### src/boiu_pkg.sv
package boiu_pkg;

    localparam int MAX_DIMS_DEF = 4;
    localparam int DIM_BITS_DEF = 16;

    localparam int IDX_W   = 32;
    localparam int SHAPE_W = 64;
    localparam int RANK_W  = 3;

    localparam int APB_DATA_W = 64;
    localparam int APB_ADDR_W = 6;

    localparam logic [SHAPE_W-1:0] SHAPE_RESET = 64'h0001_0001_0001_0001;
    localparam logic [RANK_W-1:0]  RANK_RESET  = 3'd1;

    localparam logic [2:0] REG_OUT_SHAPE = 3'd0;
    localparam logic [2:0] REG_A_SHAPE   = 3'd1;
    localparam logic [2:0] REG_B_SHAPE   = 3'd2;
    localparam logic [2:0] REG_OUT_RANK  = 3'd3;
    localparam logic [2:0] REG_A_RANK    = 3'd4;
    localparam logic [2:0] REG_B_RANK    = 3'd5;

endpackage

### src/boiu_div.sv
// Pipelined restoring divider, one quotient bit per stage.
module boiu_div #(
    parameter int DIM_BITS = boiu_pkg::DIM_BITS_DEF,
    parameter int SIDE_W   = boiu_pkg::MAX_DIMS_DEF * boiu_pkg::DIM_BITS_DEF
) (
    input  logic                      clk,
    input  logic                      rst_n,
    input  logic                      en,
    input  logic                      in_valid,
    input  logic [boiu_pkg::IDX_W-1:0] in_num,
    input  logic [SIDE_W-1:0]         in_side,
    input  logic [DIM_BITS-1:0]       divisor,
    output logic                      out_valid,
    output logic [boiu_pkg::IDX_W-1:0] out_quot,
    output logic [DIM_BITS-1:0]       out_rem,
    output logic [SIDE_W-1:0]         out_side
);
    localparam int STEPS = boiu_pkg::IDX_W;

    logic                       v_s    [STEPS+1];
    logic [boiu_pkg::IDX_W-1:0] num_s  [STEPS+1];
    logic [DIM_BITS-1:0]        rem_s  [STEPS+1];
    logic [SIDE_W-1:0]          side_s [STEPS+1];

    assign v_s[0]    = in_valid;
    assign num_s[0]  = in_num;
    assign rem_s[0]  = '0;
    assign side_s[0] = in_side;

    genvar i;
    generate
        for (i = 0; i < STEPS; i++)
        begin : g_step
            logic                       valid_reg;
            logic [boiu_pkg::IDX_W-1:0] num_reg;
            logic [DIM_BITS-1:0]        rem_reg;
            logic [SIDE_W-1:0]          side_reg;
            logic [DIM_BITS:0]          trial;
            logic [DIM_BITS:0]          diff;
            logic                       ge;
            logic [boiu_pkg::IDX_W-1:0] num_next;
            logic [DIM_BITS-1:0]        rem_next;

            always_comb
            begin
                trial    = {rem_s[i], num_s[i][boiu_pkg::IDX_W-1]};
                diff     = trial - {1'b0, divisor};
                ge       = (trial >= {1'b0, divisor});
                rem_next = ge ? diff[DIM_BITS-1:0] : trial[DIM_BITS-1:0];
                num_next = {num_s[i][boiu_pkg::IDX_W-2:0], ge};
            end

            always_ff @(posedge clk or negedge rst_n)
            begin
                if (!rst_n)
                    valid_reg <= 1'b0;
                else if (en)
                    valid_reg <= v_s[i];
            end

            always_ff @(posedge clk)
            begin
                if (en)
                begin
                    num_reg  <= num_next;
                    rem_reg  <= rem_next;
                    side_reg <= side_s[i];
                end
            end

            assign v_s[i+1]    = valid_reg;
            assign num_s[i+1]  = num_reg;
            assign rem_s[i+1]  = rem_reg;
            assign side_s[i+1] = side_reg;
        end
    endgenerate

    assign out_valid = v_s[STEPS];
    assign out_quot  = num_s[STEPS];
    assign out_rem   = rem_s[STEPS];
    assign out_side  = side_s[STEPS];
endmodule

### config.mk
export PLATFORM = sky130hd
export DESIGN_NAME = boiu_div
export DESIGN_NICKNAME = d
export VERILOG_FILES = /design/src/boiu_pkg.sv /design/src/boiu_div.sv
export SDC_FILE = /design/constraint.sdc
export NUM_CORES = 2
export LEC_CHECK = 0
export ABC_AREA = 1
export BUFFER_PORTS_ARGS = -buffer_cell sky130_fd_sc_hd__buf_2
export CORE_MARGIN = 10
export CORE_UTILIZATION = 63
export DETAILED_ROUTE_END_ITERATION = 8
export PLACE_DENSITY_LB_ADDON = 0.3
export SLEW_MARGIN = 40
export SYNTH_ARGS = -nofsm -noshare
export SYNTH_HDL_FRONTEND = slang
export SYNTH_SLANG_ARGS = --single-unit
### constraint.sdc
create_clock -name clk -period 2.2 [get_ports clk]
set_input_delay 0.44 -clock clk [delete_from_list [all_inputs] [get_ports clk]]
set_output_delay 0.44 -clock clk [all_outputs]
set_load 0.03 [all_outputs]
==> results of run 1 <==
## timing repair
| item | in CTS |
|---|---|
| hold endpoints to repair | 131 |
| resized for setup | 94 |
| pin swaps | 7 |
| endpoints found under the setup margin | 126 |
| setup buffers | 17 |
| hold buffers | 101 |
## stage by stage
step	cells	utilization	hold WS (ns)	instance area (um^2)	worst slack, ns
after global placement	16900	0.714	0.400	168000	-0.559
after detailed placement	16900	0.714	0.405	168000	-0.621
after CTS	17600	0.768	0.0189	181000	-0.0625
after floorplan	11900	-	0.144	149000	-0.294
## cells by family after synthesis
family	Yosys count	synth area share
and+or+nand+nor	5513	0.158
xor gates and xnor gates	192	0.0113
AOI/OAI and AO/OA	382	0.0138
DFF	3616	0.727
adders and majority gates	529	0.0459
buffers and inverters	1637	0.0443
## synth_stat cells (22+ instances only)
| library cell | instances | area share |
|---|---|---|
| and2_1 | 25 | 0.0010 |
| nor2_4 | 27 | 0.0020 |
| nand3_2 | 29 | 0.0019 |
| nand3b_1 | 61 | 0.0031 |
| buf_2 | 47 | 0.0016 |
| nand3_1 | 816 | 0.027 |
| nand2_1 | 3769 | 0.095 |
| nand2_2 | 58 | 0.0024 |
| o21a_1 | 25 | 0.0013 |
| inv_1 | 1499 | 0.038 |
| dfrtp_1 | 32 | 0.0054 |
| nor2_2 | 23 | 0.00096 |
| fa_1 | 31 | 0.0042 |
| o21ai_0 | 29 | 0.00097 |
| nand2_4 | 31 | 0.0023 |
| edfxtp_1 | 3584 | 0.72 |
| or2_2 | 22 | 0.00092 |
| nor3_1 | 87 | 0.0029 |
| a21oi_1 | 289 | 0.0097 |
| ha_1 | 498 | 0.042 |
| nor2_1 | 393 | 0.0099 |
| buf_6 | 31 | 0.0023 |
| xnor2_1 | 48 | 0.0028 |
| xor2_1 | 144 | 0.0085 |
| nand4_1 | 131 | 0.0055 |
## metal layers
layer,global-route usage,overflow
met5,0.0531,0
met4,0.199,1
met3,0.140,0
met2,0.544,2
met1,0.412,0
==> reports/qor.yml, run 1 <==
status: "did not finish"
stop_stage: "global routing"
error_line: "[ERROR GRT-0232] Routing congestion too high. Check the congestion heatmap in the GUI."
die_h_um: 507
cts_sinks: 3616
cts_buffers: 357
syn_area_mm2: 0.149
track_usage: 0.350
syn_avg_cell_area_um2: 12.6
grt_max_degree: 123
place_hpwl_mm: 241
root_buffer: "clkbuf_16"
crit_endpoint: "g_step[29].rem_reg[2]$_DFFE_PP_/D"
synth_nets: 12500
yosys_warnings: 0
syn_inst: 11900
io_buffers: 228
start_util: 0.634
synth_edf_count: 3584
num_rows: 178
htreeDepth: 5
cts_buffer_depth: 4
pin_count: 229
ys_seq_area_frac: 0.727
synth_ff_type: "edfxtp_1"
globalRouteOverflowTotal: 3
synth.distinct_cells: 46
gp_congestion: 0.934
worst_endpoint_kind: "sequential cell input"
yosys_register_bits: 3616
die_w_um: 507
grt_antenna_before_repair: 58
async_reset_ff_frac: 0.00885
==> run 2, diff against run 1 <==
--- a/config.mk
+++ b/config.mk
@@ -8,9 +8,9 @@
 export ABC_AREA = 1
 export BUFFER_PORTS_ARGS = -buffer_cell sky130_fd_sc_hd__buf_2
 export CORE_MARGIN = 10
-export CORE_UTILIZATION = 63
+export CORE_UTILIZATION = 40
 export DETAILED_ROUTE_END_ITERATION = 8
-export PLACE_DENSITY_LB_ADDON = 0.3
+export PLACE_DENSITY_LB_ADDON = 0.15
 export SLEW_MARGIN = 40
 export SYNTH_ARGS = -nofsm -noshare
 export SYNTH_HDL_FRONTEND = slang
==> run 2 against run 1 <==
The flow now finishes, with violations (setup timing). Synthesized cell count did not move. Synthesized area unchanged.
==> reports/qor.yml, run 2 <==
synth.distinct_cells: 46  # unchanged
num_rows: 224  # +26%
synth_ff_type: "edfxtp_1"
largest_reg_flops: 1984
grt_pass1_vias: 91600
status: "finished, violations left"
layout-drive-gt1-share: 0.242
io_buffers: 228  # unchanged
powerDensity_mw_per_mm2: 1260
die_h_um: 631  # +24%
fin_crit_sh: 1.01
routed_via_density: 4.60
core_mm2: 0.372
first_iter_violations: 5741
cts_sinks: 3616  # unchanged
syn_inst: 11900  # unchanged
finalWirelength_mm: 340
clkTransAtPathRegs_ns: 0.06
ys_seq_area_frac: 0.727  # unchanged
vias: 91200
syn_area_mm2: 0.149  # unchanged
die_w_um: 631  # +24%
gp_congestion: 0.871  # -6.7%
cts_buffers: 381  # +6.7%
wl_per_cell_um: 17.1
root_buffer: "clkbuf_16"
worstSetupPathType: "reg -> reg"
dieArea_mm2: 0.398
grt_antenna_before_repair: 13
p_sw_mw: 78.9
intPower_mw: 163
grt_pass1_wl_mm: 524
p_clk_frac: 0.259
tightest_slew_ns: 0.698
synth.top_cell.area_share: 0.721  # unchanged
pin_count: 229  # unchanged
fin_area_mm2: 0.191
crit_path_start_kind: "flip-flop"
critPathCaptureType: "flip-flop"
cts_tree: "done"
layout_common_cells: "nand2_1, edfxtp_1, buf_4"
rsz0062_at_grt: "true"
arrival_ns: 2.86
track_usage: 0.165
setup_viol: 1
fin_crit_ns: 2.22
ys_top_cells_by_count: "nand2_1, edfxtp_1, inv_1, nand3_1, ha_1"
async_reset_ff_frac: 0.00885  # unchanged
syn_avg_cell_area_um2: 12.6  # unchanged
grt_max_degree: 121
p_leak_nw: 81.3
hold_class: "in -> reg"
syn_to_final_growth_pct: 28.1
globalRouteOverflowTotal: 0
yosys_register_bits: 3616  # unchanged
crit_fanout: 7
p_sw_frac: 0.327
cts_buffer_depth: 4  # unchanged
irDropWorstVdd_v: 0.000678
final_common_cell: "nand2_1"
worstPathRequired_ns: 2.84
skew_ns: 0.0748
drc: 0
seq_power_share: 0.389
yosys_warnings: 0  # unchanged
yosysMostFrequentCell: "nand2_1"
violations: "setup timing"
combPwrFrac: 0.352
cap_violations: 0
nNetsFinal: 15200
start_util: 0.401  # -0.233
synth_edf_count: 3584  # unchanged
fillerInstances: 32200
fin_ws_ns: -0.0244
slew_headroom: 0.535
drv_slew: 0
synth_top_area_cell: "edfxtp_1"
max_freq_ghz: 0.450
place_hpwl_mm: 243  # +0.70%
synth_area_leaders: "edfxtp_1, nand2_1, ha_1"
drtAntennaViolNets: 0
reg2reg_slack_ns: -0.02
synth_nets: 12500  # unchanged
htreeDepth: 5  # unchanged
clk_latency_ns: 0.94
finalHoldViolations: 0
postPlaceCellArea_mm2: 0.172  # +2.6%
dp_slack_ns: -0.907  # -0.287 ns
firstDrtPassIters: 6
[run 2: cell counts after synthesis]
Identical to the previous run, type by type.
[run 2: power groups by stage]
stage	Combinational (mW)	Sequential [mW]	Clock (mW)
6_report	84.9	94.0	62.5
5_1_grt	95.4	94.7	67.7
4_1_cts	79.4	93.5	64.9
3_5_place_dp	78.0	94.8	0
3_3_place_gp	77.5	94.9	0
2_1_floorplan	44.0	91.7	0
[run 2: what timing repair did]
item	in CTS	in global routing
hold buffers	103	1
endpoints found under the setup margin	147	486
pin swaps	9	102
gates resized for setup	84	541
gates cloned	3	11
hold endpoints to repair	132	4
buffers inserted	11	119
[run 2: worst max-delay path, stage by stage, from the launching register on]
cell and delay (ns):
edfxtp_1 0.53, ha_4 0.34, nand3b_1 0.17, nor2_1 0.19, nand2_2 0.07, nor2_2 0.09, nor2_2 0.06, nand2_4 0.12
clkinvlp_4 0.18, nand2_1 0.11, nand2_1 0.07
[run 2: cell families (layout without fill, tap and decap cells)]
kind of cell,after synthesis,count (layout),share of synthesized area
flip-flops,3616,3616,0.727
buffers and inverters,1637,4612,0.0443
adder cells (fa/ha/maj),529,529,0.0459
XOR/XNOR,192,192,0.0113
AND/OR/NAND/NOR,5513,5521,0.158
AO/OA/AOI/OAI,382,382,0.0138
other,0,1,0
[run 2: layout make-up]
cell class	instances	area, um^2	share of cell area
antenna	1	2.50	0.0000131
timing repair buffer	2387	20100	0.105
multi-input combinational	6624	38200	0.200
tap	4972	6220	0.0326
clock inverter	228	2330	0.0122
timing repair inverter	2	15.0	0.0000786
inverter	1518	5770	0.0302
clock buffer	477	10000	0.0523
sequential	3616	108000	0.567
[run 2: metrics by stage]
step	std cells	hold WS [ns]	power [mW]	setup TNS [ns]	utilization
2_1_floorplan	11900	0.144	136	-116.59	-
3_3_place_gp	18900	0.400	172	-340.71	0.463
3_5_place_dp	18900	0.405	173	-347.46	0.463
4_1_cts	19700	0.00254	238	0	0.501
5_1_grt	19800	0.0750	258	-2.33	0.514
6_report	19800	0.0991	241	-0.0244	0.514
[run 2: path summary, 6_finish.rpt]
kind                                                   from                                  to  cells after the start
min in group asynchronous                             rst_n     g_step[0].valid_reg$_DFFE_PN0P_                      3
min                                              divisor[3]  g_step[0].rem_reg[7]$_SDFFCE_PP0P_                      5
min reg2reg                g_step[14].num_reg[18]$_DFFE_PP_    g_step[15].num_reg[19]$_DFFE_PP_                      0
max in group asynchronous                             rst_n     g_step[5].valid_reg$_DFFE_PN0P_                      3
max reg2reg                g_step[24].rem_reg[13]$_DFFE_PP_    g_step[25].rem_reg[14]$_DFFE_PP_                     10
max                        g_step[24].rem_reg[13]$_DFFE_PP_    g_step[25].rem_reg[14]$_DFFE_PP_                     10
[run 2: layer usage]
layer,GRT usage,share of wire,up-vias
met5,0,0,-
met4,0.0454,0.028,0
met3,0.0228,0.041,522
met2,0.262,0.45,1562
met1,0.241,0.48,43200
li1,-,-,45900
Power figures use the tool's default switching activity.
