## src/boiu_pkg.sv

```systemverilog
package boiu_pkg;

    localparam int MAX_DIMS_DEF = 4;
    localparam int DIM_BITS_DEF = 16;

    localparam int IDX_W   = 32;
    localparam int SHAPE_W = 64;
    localparam int RANK_W  = 3;

    localparam int APB_DATA_W = 64;
    localparam int APB_ADDR_W = 6;

    localparam logic [SHAPE_W-1:0] SHAPE_RESET = 64'h0001_0001_0001_0001;
    localparam logic [RANK_W-1:0]  RANK_RESET  = 3'd1;

    localparam logic [2:0] REG_OUT_SHAPE = 3'd0;
    localparam logic [2:0] REG_A_SHAPE   = 3'd1;
    localparam logic [2:0] REG_B_SHAPE   = 3'd2;
    localparam logic [2:0] REG_OUT_RANK  = 3'd3;
    localparam logic [2:0] REG_A_RANK    = 3'd4;
    localparam logic [2:0] REG_B_RANK    = 3'd5;

endpackage

```

## src/boiu_cfg.sv

```systemverilog
// Register file and per-dimension divisor / stride derivation.
module boiu_cfg #(
    parameter int MAX_DIMS = boiu_pkg::MAX_DIMS_DEF,
    parameter int DIM_BITS = boiu_pkg::DIM_BITS_DEF
) (
    input  logic                            clk,
    input  logic                            rst_n,
    input  logic                            psel,
    input  logic                            penable,
    input  logic                            pwrite,
    input  logic [boiu_pkg::APB_ADDR_W-1:0] paddr,
    input  logic [boiu_pkg::APB_DATA_W-1:0] pwdata,
    output logic [boiu_pkg::APB_DATA_W-1:0] prdata,
    output logic                            pready,
    output logic [DIM_BITS-1:0]             divisor  [MAX_DIMS],
    output logic [boiu_pkg::IDX_W-1:0]      a_stride [MAX_DIMS],
    output logic [boiu_pkg::IDX_W-1:0]      b_stride [MAX_DIMS]
);
    logic [boiu_pkg::SHAPE_W-1:0] out_shape_reg, a_shape_reg, b_shape_reg;
    logic [boiu_pkg::RANK_W-1:0]  out_rank_reg, a_rank_reg, b_rank_reg;
    logic [boiu_pkg::RANK_W-1:0]  rr, ra, rb;
    logic [2:0]                   reg_sel;
    logic                         wr;

    assign pready  = 1'b1;
    assign reg_sel = paddr[boiu_pkg::APB_ADDR_W-1:3];
    assign wr      = psel && penable && pwrite;

    always_ff @(posedge clk or negedge rst_n)
    begin
        if (!rst_n)
        begin
            out_shape_reg <= boiu_pkg::SHAPE_RESET;
            a_shape_reg   <= boiu_pkg::SHAPE_RESET;
            b_shape_reg   <= boiu_pkg::SHAPE_RESET;
            out_rank_reg  <= boiu_pkg::RANK_RESET;
            a_rank_reg    <= boiu_pkg::RANK_RESET;
            b_rank_reg    <= boiu_pkg::RANK_RESET;
        end
        else if (wr)
        begin
            case (reg_sel)
                boiu_pkg::REG_OUT_SHAPE: out_shape_reg <= pwdata;
                boiu_pkg::REG_A_SHAPE:   a_shape_reg   <= pwdata;
                boiu_pkg::REG_B_SHAPE:   b_shape_reg   <= pwdata;
                boiu_pkg::REG_OUT_RANK:  out_rank_reg  <= pwdata[boiu_pkg::RANK_W-1:0];
                boiu_pkg::REG_A_RANK:    a_rank_reg    <= pwdata[boiu_pkg::RANK_W-1:0];
                boiu_pkg::REG_B_RANK:    b_rank_reg    <= pwdata[boiu_pkg::RANK_W-1:0];
                default: ;
            endcase
        end
    end

    always_comb
    begin
        case (reg_sel)
            boiu_pkg::REG_OUT_SHAPE: prdata = out_shape_reg;
            boiu_pkg::REG_A_SHAPE:   prdata = a_shape_reg;
            boiu_pkg::REG_B_SHAPE:   prdata = b_shape_reg;
            boiu_pkg::REG_OUT_RANK:  prdata = boiu_pkg::APB_DATA_W'(out_rank_reg);
            boiu_pkg::REG_A_RANK:    prdata = boiu_pkg::APB_DATA_W'(a_rank_reg);
            boiu_pkg::REG_B_RANK:    prdata = boiu_pkg::APB_DATA_W'(b_rank_reg);
            default:                 prdata = '0;
        endcase
    end

    // ranks above MAX_DIMS count as MAX_DIMS
    localparam logic [boiu_pkg::RANK_W-1:0] RMAX = boiu_pkg::RANK_W'(MAX_DIMS);
    assign rr = (out_rank_reg > RMAX) ? RMAX : out_rank_reg;
    assign ra = (a_rank_reg > RMAX) ? RMAX : a_rank_reg;
    assign rb = (b_rank_reg > RMAX) ? RMAX : b_rank_reg;

    logic [DIM_BITS-1:0]        so [MAX_DIMS];
    logic [DIM_BITS-1:0]        sa [MAX_DIMS];
    logic [DIM_BITS-1:0]        sb [MAX_DIMS];
    logic [boiu_pkg::IDX_W-1:0] run_a [MAX_DIMS];
    logic [boiu_pkg::IDX_W-1:0] run_b [MAX_DIMS];

    genvar d;
    generate
        for (d = 0; d < MAX_DIMS; d++)
        begin : g_dim
            localparam logic [boiu_pkg::RANK_W-1:0] DPOS = boiu_pkg::RANK_W'(d);
            logic [boiu_pkg::IDX_W-1:0] st_a_reg, st_b_reg;

            // dimension d counted from innermost, right-aligned per rank
            always_comb
            begin
                so[d] = '0;
                sa[d] = '0;
                sb[d] = '0;
                for (int k = 0; k < MAX_DIMS; k++)
                begin
                    if (rr == boiu_pkg::RANK_W'(k + d + 1))
                        so[d] = out_shape_reg[k*DIM_BITS +: DIM_BITS];
                    if (ra == boiu_pkg::RANK_W'(k + d + 1))
                        sa[d] = a_shape_reg[k*DIM_BITS +: DIM_BITS];
                    if (rb == boiu_pkg::RANK_W'(k + d + 1))
                        sb[d] = b_shape_reg[k*DIM_BITS +: DIM_BITS];
                end
                if (DPOS >= ra)
                    sa[d] = DIM_BITS'(1);
                if (DPOS >= rb)
                    sb[d] = DIM_BITS'(1);
            end

            // unused or zero-size dims divide by one: coordinate 0, index passes
            assign divisor[d] = (DPOS < rr && so[d] != '0) ? so[d] : DIM_BITS'(1);

            if (d == 0)
            begin : g_first
                assign run_a[d] = boiu_pkg::IDX_W'(1);
                assign run_b[d] = boiu_pkg::IDX_W'(1);
            end
            else
            begin : g_rest
                logic [boiu_pkg::IDX_W-1:0] run_a_reg, run_b_reg;
                always_ff @(posedge clk)
                begin
                    run_a_reg <= boiu_pkg::IDX_W'(run_a[d-1] * boiu_pkg::IDX_W'(sa[d-1]));
                    run_b_reg <= boiu_pkg::IDX_W'(run_b[d-1] * boiu_pkg::IDX_W'(sb[d-1]));
                end
                assign run_a[d] = run_a_reg;
                assign run_b[d] = run_b_reg;
            end

            always_ff @(posedge clk)
            begin
                st_a_reg <= (DPOS < rr && sa[d] == so[d]) ? run_a[d] : '0;
                st_b_reg <= (DPOS < rr && sb[d] == so[d]) ? run_b[d] : '0;
            end

            assign a_stride[d] = st_a_reg;
            assign b_stride[d] = st_b_reg;
        end
    endgenerate
endmodule

```

## config.mk

```make
export PLATFORM = sky130hd
export DESIGN_NAME = boiu_cfg
export DESIGN_NICKNAME = d
export VERILOG_FILES = /design/src/boiu_pkg.sv /design/src/boiu_cfg.sv
export SDC_FILE = /design/constraint.sdc
export NUM_CORES = 2
export LEC_CHECK = 0
export ABC_AREA = 0
export BUFFER_PORTS_ARGS = -buffer_cell sky130_fd_sc_hd__buf_4
export CORE_UTILIZATION = 40
export CTS_CLUSTER_DIAMETER = 120
export CTS_CLUSTER_SIZE = 28
export DETAILED_ROUTE_END_ITERATION = 6
export GPL_ROUTABILITY_DRIVEN = 0
export PLACE_DENSITY = 0.65
export SETUP_SLACK_MARGIN = 0.5
export SYNTH_ARGS = -nofsm -noshare
export SYNTH_HDL_FRONTEND = slang
export SYNTH_SLANG_ARGS = --single-unit
```

## constraint.sdc

```tcl
create_clock -name clk -period 12.53 [get_ports clk]
set_clock_uncertainty 0.2 [all_clocks]
set_input_delay 1.8795 -clock clk [delete_from_list [all_inputs] [get_ports clk]]
set_output_delay 1.8795 -clock clk [all_outputs]
set_load 0.05 [all_outputs]
```

==> key figures <==
Detailed routing
  • Drt pass-1 iters: 7
  • Via count: 47800
  • ANT nets after route: 0
  • # DRC: 8
  • DRT iter0 DRCs: between 3000 and 4000
  • Final WL: 199000 um
  • Via density: between 5 and 6
  • WL/cell: 22.3 um

Clocking
  • Inserted Clock Buffers: 30
  • Worst-path clk slew: 0.11 ns
  • CTS tree: done
  • Clock tree sinks: around 520
  • Post-CTS Setup Inserts: 0
  • Post-CTS Hold Buffers: 0
  • Clock Latency Late Sink: 0.75 ns
  • H-tree Lvls: 1
  • Root Driver: clkbuf_16
  • Max clock buf depth: 3
  • Post-cts resize count: 0

Timing
  • Final hold viol count: 0
  • RSZ-0062 raised after global routing: no
  • Slew @ Worst Pin: approximately 1.3 ns
  • Setup TNS: 0 ns
  • WHS: 0.231 ns
  • Setup-failing EPs final: 0
  • Tmin final: about 9.4 ns
  • Max-slew violation count: 0
  • Slew headroom: 10.8%
  • FMAX: 0.107 GHz
  • Final cycle utilization of the critical path: 74.7%

Power and ir drop
  • Leakage power: between 0.03 and 0.04 uW
  • Sw Share: 53.6%
  • Worst IR Drop VDD: 206 uV
  • Sequential share of power: 21.2%
  • Power per cell area: 201 mW/mm2
  • Switching pwr: 7250 uW
  • Combinational Power Share: around 70%
  • Clk network pwr share: 8.8%
  • P_int: about 6300 uW
  • Design Power: 13500 uW

Floorplanning
  • Initial core utilization: 40.5%
  • Site row count: 143
  • IO Count: 460
  • Area of the core: 0.153 mm2
  • Die Y: around 400 um
  • Die area: 0.156 mm2
  • Die Wd: between 300 and 400 um

Final layout
  • Commonest non-fill, non-tap cell in the layout: inv_1
  • Synth-to-Final Area Change: 9.01%
  • Number of standard cells in the layout, taps in and fillers out: between 8000 and 9000
  • Final instance area: 0.0675 mm2
  • Layout cell share with drive strength beyond 1: 11.8%
  • Most frequent cells in the layout: inv_1 (1188), fa_1 (996), nand2_1 (936), and2_1 (691), buf_4 (469)
  • Filler cells: roughly 15000
  • # nets final: between 8000 and 9000

Synth
  • Syn Std Cell Area: 0.0619 mm2
  • Ys Warns: 0
  • Number of flops mapped to enable cells by yosys: 0
  • Mean Syn Cell Area: 9.23 um2
  • Post-Synthesis Cells: 6704
  • Post-synthesis sequential area ratio: 18.6%
  • Distinct cells, synth: 76
  • Area leader, netlist: fa_1
  • Post-synth top flop: dfxtp_1
  • FF+latch count, synth: between 500 and 600
  • Post-synth ARST share: 38.4%
  • Proportion of netlist area held by the largest area contributor: 32.2%
  • Largest cells by area after synthesis: fa_1 (32%), dfxtp_1 (10%), dfrtp_1 (7.5%)

Hold path
  • Hold path depth: 1
  • Hold Startpoint: g_dim[3].g_rest.run_a_reg[20]
  • WHS Endpoint: g_dim[3].st_a_reg[20]
  • HP Class: reg2reg

GRT
  • GRT Overall Usage: around 25%
  • Largest net degree at the start of global routing: 122
  • Vias in the first global route: between 40000 and 50000
  • GRT Residual Overflow: 0
  • Initial antenna violation count: 27
  • First-pass GRT wire length: 303000 um

Placed design
  • Post-DP HPWL: 152000 um
  • Placed Instances: 8866
  • Buffers on Ports: 361
  • Dpl cell area: 0.0664 mm2

Critical path
  • CP cell instances: nand2b_1 > nor2_4 > a22o_2 > nand2_1 > fa_1 > fa_1 > fa_1 > inv_1 > fa_1 > fa_1 > inv_1 > fa_1 > inv_1 > ha_1 > nand3_1 > nor2_1 > nand3_1 > a211oi_1 > o31a_1 > nor2_1 > o311ai_0 > nand2_1 > o211ai_1
  • Critical Path AT: about 9.8 ns
  • Largest fanout on the critical path: 31
  • Worst Reg-to-Reg Cells: 23
  • Worst Path Class, Setup: reg2reg
  • RR Startpoint: b_rank_reg[1]
  • CP peak stage delay: ~0.9 ns
  • Worst Setup End Kind: flip-flop
  • R2R Path End: g_dim[3].g_rest.run_b_reg[30]
  • Slowest-stage cell, CP: a22o_2
  • Most common cell on crit path: fa_1
  • Reg2Reg Setup Slack: 3.18 ns
  • CP Launch Type: flip-flop
  • Req. time, crit path: 12.94 ns

Outcome
  • Status: finished, violations left
  • Violated checks: design-rule violations

Flow run
  • Max-cap viol count: 0
[per-layer routing]
| layer | global-route usage (%) | part of all wire, % |
|---|---|---|
| met1 | 34.6 | 42 |
| met2 | 37.6 | 42 |
| met3 | 6.95 | 11 |
| met4 | 11.6 | 5.3 |
| met5 | 0 | 0.063 |
[power by group through the flow]
stage	logic [uW]	registers, uW	clock network (uW)
after floorplan	7050	2380	0
after global placement	9170	2860	0
after detailed placement	9380	2870	0
after CTS	9430	2830	1230
after global routing	10600	2900	1280
final	9460	2870	1200
[stage by stage]
step           setup WS (ns)  util (%)
6_report                3.18      44.2
5_1_grt                 2.83      44.1
4_1_cts                 3.39      44.1
3_5_place_dp            3.51      43.4
3_3_place_gp            3.50      43.4
2_1_floorplan           5.31         -
[synth_stat cells (98+ instances only)]
cell type and count:
xnor2_1 173, nor2_1 193, dfrtp_1 186, mux2_2 228, o21ai_0 98, mux2i_1 119, nand2_1 937, dfxtp_1 322
and2_1 692, fa_1 996, inv_1 1188, buf_4 102, a21oi_1 188, ha_1 338, clkbuf_1 276
[worst max-delay path by stage]
stage | depth (start not counted) | startpoint | slack, ns | end
finish | 23 | b_rank_reg[1] | 3.18 | g_dim[3].g_rest.run_b_reg[30]
global placement | 23 | b_rank_reg[1] | 3.50 | g_dim[3].g_rest.run_b_reg[30]
detailed placement | 23 | b_rank_reg[1] | 3.51 | g_dim[3].g_rest.run_b_reg[30]
global route | 23 | b_rank_reg[1] | 2.83 | g_dim[3].g_rest.run_b_reg[30]
CTS | 23 | b_rank_reg[1] | 3.39 | g_dim[3].g_rest.run_b_reg[30]
floorplan | 24 | b_rank_reg[0] | 5.31 | g_dim[2].g_rest.run_b_reg[31]
[logic make-up (layout without fill, tap and decap cells)]
family,Yosys count,count (layout),share of synthesized area [%]
other cells,2,104,0.0121
xor+xnor,252,252,3.61
mux,347,347,6.07
flops,523,523,18.6
fa+ha+maj,1334,1334,39.0
simple gates,2005,2005,15.7
buf+inv,1620,1712,10.5
compound gates,621,621,6.48
[layout make-up]
| type | count | area, um2 | area share, % |
|---|---|---|---|
| inverters | 1189 | 4460 | 6.61 |
| clock inverters | 16 | 288 | 0.427 |
| diodes | 9 | 22.5 | 0.0334 |
| repair buffers | 470 | 3530 | 5.24 |
| clock buffers | 37 | 777 | 1.15 |
| well taps | 2030 | 2540 | 3.76 |
| flip-flops and latches | 523 | 11500 | 17.0 |
| multi-input cells | 4654 | 44300 | 65.7 |
[worst max-delay path, delay by kind of cell, from the launching register on]
| family | cells | cell delay, ns |
|---|---|---|
| flip-flops | 1 | 0.83 |
| AND/OR/NAND/NOR | 8 | 2.18 |
| AO/OA/AOI/OAI | 5 | 2.41 |
| buffers and inverters | 3 | 0.14 |
| adder cells (fa/ha/maj) | 7 | 3.42 |
Note: power is estimated with default switching activity, not from simulation.
